==> src/sha1_pkg.sv <==
package sha1_pkg;

  localparam int WORD_W  = 32;
  localparam int NUM_H   = 5;
  localparam int NUM_W   = 16;
  localparam int CNT_W   = 61;
  localparam int FILL_W  = 6;
  localparam int ROUND_W = 7;
  localparam int OUT_W   = 3;

  localparam logic [WORD_W-1:0] H_INIT [NUM_H] = '{
    32'h67452301, 32'hEFCDAB89, 32'h98BADCFE, 32'h10325476, 32'hC3D2E1F0
  };

  localparam logic [WORD_W-1:0] K_PH0 = 32'h5A827999;
  localparam logic [WORD_W-1:0] K_PH1 = 32'h6ED9EBA1;
  localparam logic [WORD_W-1:0] K_PH2 = 32'h8F1BBCDC;
  localparam logic [WORD_W-1:0] K_PH3 = 32'hCA62C1D6;

  localparam logic [7:0] PAD_MARK = 8'h80;

  localparam logic [ROUND_W-1:0] ROUND_PH1  = 7'd20;
  localparam logic [ROUND_W-1:0] ROUND_PH2  = 7'd40;
  localparam logic [ROUND_W-1:0] ROUND_PH3  = 7'd60;
  localparam logic [ROUND_W-1:0] ROUND_LAST = 7'd79;

  localparam logic [FILL_W-1:0] FILL_LEN  = 6'd56;
  localparam logic [FILL_W-1:0] FILL_FULL = 6'd63;

  localparam logic [OUT_W-1:0] OUT_LAST = 3'd4;

  typedef enum logic [2:0] {
    ST_IDLE,
    ST_ROUND,
    ST_ADD,
    ST_PAD,
    ST_OUT
  } state_t;

  typedef struct packed {
    logic [WORD_W-1:0] a;
    logic [WORD_W-1:0] b;
    logic [WORD_W-1:0] c;
    logic [WORD_W-1:0] d;
    logic [WORD_W-1:0] e;
  } work_t;

endpackage

==> src/sha1_round.sv <==
module sha1_round
  import sha1_pkg::*;
(
  input  work_t               work_in,
  input  logic [WORD_W-1:0]   sched_word,
  input  logic [ROUND_W-1:0]  round_idx,
  output work_t               work_out
);

  logic [WORD_W-1:0] f;
  logic [WORD_W-1:0] k;
  logic [WORD_W-1:0] t;

  always_comb begin
    if (round_idx < ROUND_PH1) begin
      f = (work_in.b & work_in.c) | (~work_in.b & work_in.d);
      k = K_PH0;
    end else if (round_idx < ROUND_PH2) begin
      f = work_in.b ^ work_in.c ^ work_in.d;
      k = K_PH1;
    end else if (round_idx < ROUND_PH3) begin
      f = (work_in.b & work_in.c) | (work_in.b & work_in.d) | (work_in.c & work_in.d);
      k = K_PH2;
    end else begin
      f = work_in.b ^ work_in.c ^ work_in.d;
      k = K_PH3;
    end
    t = {work_in.a[26:0], work_in.a[31:27]} + f + work_in.e + k + sched_word;
    work_out.a = t;
    work_out.b = work_in.a;
    work_out.c = {work_in.b[1:0], work_in.b[31:2]};
    work_out.d = work_in.c;
    work_out.e = work_in.d;
  end

endmodule

==> src/sha1_hash_engine.sv <==
// Each accepted word with a byte shifts it into the block; a word that fills the block
// starts a compression (80 rounds of the shared round unit, then one chaining add).
// On the last word the padding bytes enter one a cycle, followed by one or two
// compressions, then five digest words are offered one a cycle while out_tready is high.
// Synchronous active-low reset restores the initial chaining words and clears
// the byte count and sequencer; the message schedule and round words are not reset.
module sha1_hash_engine
  import sha1_pkg::*;
(
  input  logic        clk,
  input  logic        rst_n,
  input  logic        in_tvalid,
  output logic        in_tready,
  input  logic [7:0]  in_tdata,   // data_byte[7:0]
  input  logic        in_tuser,   // has_byte
  input  logic        in_tlast,
  output logic        out_tvalid,
  input  logic        out_tready,
  output logic [31:0] out_tdata,  // digest_word[31:0]
  output logic        out_tlast
);

  state_t               state_r, state_nxt;
  logic [WORD_W-1:0]    chain_r [NUM_H];
  logic [WORD_W-1:0]    chain_nxt [NUM_H];
  logic [WORD_W-1:0]    sched_r [NUM_W];
  logic [WORD_W-1:0]    sched_nxt [NUM_W];
  work_t                work_r, work_nxt, work_rnd;
  logic [CNT_W-1:0]     count_r, count_nxt;
  logic [FILL_W-1:0]    fill_r, fill_nxt;
  logic [ROUND_W-1:0]   round_r, round_nxt;
  logic [OUT_W-1:0]     oidx_r, oidx_nxt;
  logic                 pend_r, pend_nxt;
  logic                 mark_r, mark_nxt;
  logic                 len_ok_r, len_ok_nxt;
  logic                 final_r, final_nxt;

  logic                 shift_byte;
  logic [7:0]           new_byte;
  logic [63:0]          bit_len;
  logic [5:0]           len_sh;
  logic [7:0]           len_byte;

  sha1_round u_round (
    .work_in    (work_r),
    .sched_word (sched_r[0]),
    .round_idx  (round_r),
    .work_out   (work_rnd)
  );

  assign bit_len   = {count_r, 3'b000};
  assign len_sh    = {~fill_r[2:0], 3'b000};
  assign len_byte  = bit_len[len_sh +: 8];

  assign in_tready  = (state_r == ST_IDLE);
  assign out_tvalid = (state_r == ST_OUT);
  assign out_tdata  = chain_r[oidx_r];
  assign out_tlast  = (oidx_r == OUT_LAST);

  always_comb begin
    state_nxt  = state_r;
    chain_nxt  = chain_r;
    sched_nxt  = sched_r;
    work_nxt   = work_r;
    count_nxt  = count_r;
    fill_nxt   = fill_r;
    round_nxt  = round_r;
    oidx_nxt   = oidx_r;
    pend_nxt   = pend_r;
    mark_nxt   = mark_r;
    len_ok_nxt = len_ok_r;
    final_nxt  = final_r;
    shift_byte = 1'b0;
    new_byte   = in_tdata;

    case (state_r)
      ST_IDLE: begin
        if (in_tvalid) begin
          if (in_tuser) begin
            shift_byte = 1'b1;
            count_nxt  = count_r + 1'b1;
            fill_nxt   = fill_r + 1'b1;
            if (fill_r == FILL_FULL) begin
              pend_nxt  = in_tlast;
              state_nxt = ST_ROUND;
              work_nxt  = '{a: chain_r[0], b: chain_r[1], c: chain_r[2],
                            d: chain_r[3], e: chain_r[4]};
            end else if (in_tlast) begin
              state_nxt = ST_PAD;
            end
          end else if (in_tlast) begin
            state_nxt = ST_PAD;
          end
        end
      end
      ST_PAD: begin
        shift_byte = 1'b1;
        fill_nxt   = fill_r + 1'b1;
        if (!mark_r) begin
          new_byte   = PAD_MARK;
          mark_nxt   = 1'b1;
          len_ok_nxt = (fill_r < FILL_LEN);
        end else if (len_ok_r && (fill_r >= FILL_LEN)) begin
          new_byte = len_byte;
        end else begin
          new_byte = 8'h00;
        end
        if (fill_r == FILL_FULL) begin
          final_nxt  = len_ok_r;
          len_ok_nxt = 1'b1;
          pend_nxt   = 1'b1;
          state_nxt  = ST_ROUND;
          work_nxt   = '{a: chain_r[0], b: chain_r[1], c: chain_r[2],
                         d: chain_r[3], e: chain_r[4]};
        end
      end
      ST_ROUND: begin
        work_nxt = work_rnd;
        for (int i = 0; i < NUM_W - 1; i++) begin
          sched_nxt[i] = sched_r[i+1];
        end
        sched_nxt[NUM_W-1] = {sched_r[13][30:0] ^ sched_r[8][30:0] ^
                              sched_r[2][30:0] ^ sched_r[0][30:0],
                              sched_r[13][31] ^ sched_r[8][31] ^
                              sched_r[2][31] ^ sched_r[0][31]};
        if (round_r == ROUND_LAST) begin
          round_nxt = '0;
          state_nxt = ST_ADD;
        end else begin
          round_nxt = round_r + 1'b1;
        end
      end
      ST_ADD: begin
        chain_nxt[0] = chain_r[0] + work_r.a;
        chain_nxt[1] = chain_r[1] + work_r.b;
        chain_nxt[2] = chain_r[2] + work_r.c;
        chain_nxt[3] = chain_r[3] + work_r.d;
        chain_nxt[4] = chain_r[4] + work_r.e;
        if (final_r) begin
          state_nxt = ST_OUT;
        end else if (pend_r) begin
          state_nxt = ST_PAD;
        end else begin
          state_nxt = ST_IDLE;
        end
      end
      ST_OUT: begin
        if (out_tready) begin
          if (oidx_r == OUT_LAST) begin
            oidx_nxt   = '0;
            chain_nxt  = H_INIT;
            count_nxt  = '0;
            fill_nxt   = '0;
            pend_nxt   = 1'b0;
            mark_nxt   = 1'b0;
            len_ok_nxt = 1'b0;
            final_nxt  = 1'b0;
            state_nxt  = ST_IDLE;
          end else begin
            oidx_nxt = oidx_r + 1'b1;
          end
        end
      end
      default: begin
        state_nxt = ST_IDLE;
      end
    endcase

    if (shift_byte) begin
      for (int i = 0; i < NUM_W - 1; i++) begin
        sched_nxt[i] = {sched_r[i][23:0], sched_r[i+1][31:24]};
      end
      sched_nxt[NUM_W-1] = {sched_r[NUM_W-1][23:0], new_byte};
    end
  end

  always_ff @(posedge clk) begin
    if (!rst_n) begin
      state_r  <= ST_IDLE;
      chain_r  <= H_INIT;
      count_r  <= '0;
      fill_r   <= '0;
      round_r  <= '0;
      oidx_r   <= '0;
      pend_r   <= 1'b0;
      mark_r   <= 1'b0;
      len_ok_r <= 1'b0;
      final_r  <= 1'b0;
    end else begin
      state_r  <= state_nxt;
      chain_r  <= chain_nxt;
      count_r  <= count_nxt;
      fill_r   <= fill_nxt;
      round_r  <= round_nxt;
      oidx_r   <= oidx_nxt;
      pend_r   <= pend_nxt;
      mark_r   <= mark_nxt;
      len_ok_r <= len_ok_nxt;
      final_r  <= final_nxt;
    end
  end

  always_ff @(posedge clk) begin
    sched_r <= sched_nxt;
    work_r  <= work_nxt;
  end

endmodule

==> config.mk <==
export PLATFORM = sky130hd
export DESIGN_NAME = sha1_hash_engine
export DESIGN_NICKNAME = d
export VERILOG_FILES = /design/src/sha1_pkg.sv /design/src/sha1_round.sv /design/src/sha1_hash_engine.sv
export SDC_FILE = /design/constraint.sdc
export NUM_CORES = 2
export LEC_CHECK = 0
export ABC_AREA = 1
export BUFFER_PORTS_ARGS = -buffer_cell sky130_fd_sc_hd__buf_4
export CELL_PAD_IN_SITES_DETAIL_PLACEMENT = 0
export CELL_PAD_IN_SITES_GLOBAL_PLACEMENT = 1
export CORE_MARGIN = 5
export CORE_UTILIZATION = 52
export DETAILED_ROUTE_END_ITERATION = 12
export PLACE_DENSITY = 0.89
export SLEW_MARGIN = 5
export SYNTH_ARGS = -nofsm -noshare
export SYNTH_HDL_FRONTEND = slang
export SYNTH_HIERARCHICAL = 1
export SYNTH_SLANG_ARGS = --single-unit
==> constraint.sdc <==
create_clock -name clk -period 39.6 [get_ports clk]
set_input_delay 3.96 -clock clk [delete_from_list [all_inputs] [get_ports clk]]
set_output_delay 3.96 -clock clk [all_outputs]
set_load 0.05 [all_outputs]
==> flow_summary.toml <==
[yosys]
ys.flop_type = "edfxtp_1"
ys_ff_latch = 916
syn_area_sq_um = 60300
syn_nets = 8563
ys_seq_area_frac = 0.416
ys_types = 57
synth_warnings = 6
synthCells = 8225
synth_edf_count = 672
ys_async_sr_fraction = 0
syn_avg_cell_area_sq_um = 7.33

[clock_tree]
cts_post_setup_buffers_inserted = 0
numCtsBuffers = 104
cts-root-buf = "clkbuf_16"
htreeDepth = 3
clkTransAtPathRegs_ns = 0.06
cts_resized = 0
cts_sinks = 916
insertion_delay_ns = 0.72
cts_tree = "yes"
clk_path_buf_depth = 3
hold_buffers = 0

[setup_path]
worstPathCellList = "buf_4, nand3_2, nand2_8, inv_8, nand2_4, buf_4, buf_4, buf_12"
cp-start-kind = "input port"
critPathMaxFanout = 193
critical_path.max_stage_delay_ns = 0.84
critPathRequiredTime_ns = 39.92
crit_path_frequent_cell = "buf_4"
slowest_stage = "buf_4"
rr_worst_depth = 21
path_class = "input port to register"
critPathArrivalTime_ns = 8.16
end_kind = "register"

[sta]
worst_slew_pin_slew_ns = 1.18
grt_setup_unrepaired = "false"
clock_skew_ns = 0.0382
tns_ns = 0
maxSlewViolCount = 0
period_share = 0.198
hold_violations = 0
setup_violations = 0
slew_headroom = 0.215
fmax_mhz = 128
holdWs_ns = 0.462
setup_slack_ns = 31.76
fin_crit_ns = 7.84

[floorplanning]
die-area_sq_um = 123000
pin_count = 49
die_w_microns = 350
num_rows = 124
initial_core_util = 0.526
die_h_microns = 350
core_area_sq_um = 115000

[cells_and_area]
final_common_cell = "nand2_1"
fin_util = 0.560
fillers = 11000
ff_latch_area_sq_um = 25100
multiInputGateArea_sq_um = 29100
design_area_sq_um = 64300
nNetsFinal = 8357
drive_gt1_frac = 0.0397
area_growth_pct = 6.63
final_cell_mix = "nand2_1 (3398), inv_1 (1045), edfxtp_1 (672), nor2_1 (455), o21ai_0 (434)"

[place]
gp_congestion = 1.01
hpwlAfterDp_microns = 147000
pre_cts_ws_ns = 31.03
dpl-instance-area_sq_um = 60700
numPortBuffers = 48

[power_and_ir_drop]
ir_drop_v = 0.0000786
leakage_uw = 0.0300
power_density_nw_per_um2 = 98.1

[status]
outcome = "completed"

[route]
routed_wl_microns = 198000
vias_per_cell = 5.47
postRouteAntennaNets = 0
wl_per_cell_microns = 20.6
drc = 0
first_iter_violations = 5658
drt_pre_antenna_iters = 6
vias = 52600

[global_routing]
grt_pass1_wl_microns = 296000
grt_pass1_vias = 49100
antenna_found_initial = 4
grt_usage = 0.317
grt_overflow_total = 0
grt_max_degree = 241

[worst_hold_path]
hold_path_depth = 2
worstHoldPathType = "register to register"

[flow_run]
cap_violations = 0
worst paths after layout:
kind         startpoint            to  slack (ns)
min              pend_r        pend_r        0.46
min reg2reg      pend_r        pend_r        0.46
max            in_tuser  sched_r[414]       31.76
max reg2reg  round_r[3]   work_r[157]       34.03
synth_stat cells (15+ instances only):
master	number	area, sq um
fa_1	125	2500
nand3_1	333	1670
buf_4	135	1010
clkbuf_1	126	473
o211ai_1	35	263
nand2_2	15	93.8
and2_1	17	106
edfxtp_1	672	20200
buf_2	122	611
inv_2	16	60.1
a211oi_1	17	128
nor2_1	457	1720
xor2_1	37	324
o21bai_1	17	128
nand3b_1	15	113
a21boi_0	19	143
nand4_1	60	375
inv_1	1045	3920
nand2_1	3399	12800
a21oi_1	403	2020
xnor2_1	96	841
o21ai_0	434	2170
dfxtp_1	244	4880
nor3_1	62	310
ha_1	199	2490
state kept, by name, indices dropped and copies added, names as in the netlist:
name and cells:
chain_r 160, count_r 61, fill_r 6, final_r 1, len_ok_r 1, mark_r 1
oidx_r 3, pend_r 1, round_r 7, sched_r 512, state_r 3, work_r 160
per-layer routing:
metal / global-route usage / share of wire / up-vias
li1: - / - / 25600
met1: 0.410 / 0.40 / 24500
met2: 0.495 / 0.44 / 2072
met3: 0.0635 / 0.089 / 463
met4: 0.189 / 0.070 / 4
met5: 0 / 0.00015 / -
worst max-delay path: cells and delay by family:
| family | cells | cell delay, ns |
|---|---|---|
| buffers and inverters | 5 | 2.62 |
| AND/OR/NAND/NOR | 3 | 1.21 |
area by class of cell:
class / count / area share
clock buffers: 141 / 0.0441
flip-flops and latches: 916 / 0.390
diodes: 1 / 0.0000389
well taps: 1512 / 0.0294
multi-input cells: 5849 / 0.453
repair buffers: 83 / 0.0105
inverters: 1065 / 0.0625
clock inverters: 52 / 0.0106
through the flow:
| step | instances | power, uW |
|---|---|---|
| detailed placement | 9425 | 5230 |
| floorplan | 8225 | 4360 |
| global route | 9618 | 6790 |
| CTS | 9618 | 6260 |
| global placement | 9425 | 5190 |
| finish | 9619 | 6300 |
where the power goes:
group	switching [uW]	internal (uW)	total, uW
clock network	424	577	1000
registers	366	1620	1990
logic	2260	1050	3310
total	3050	3250	6300
cell families after synthesis:
kind of cell / Yosys count / synth area share
compound gates: 972 / 0.0869
xor+xnor: 133 / 0.0193
fa+ha+maj: 324 / 0.0828
buf+inv: 1460 / 0.102
flops: 916 / 0.416
simple gates: 4420 / 0.293
Note: power is estimated with default switching activity, not from simulation.
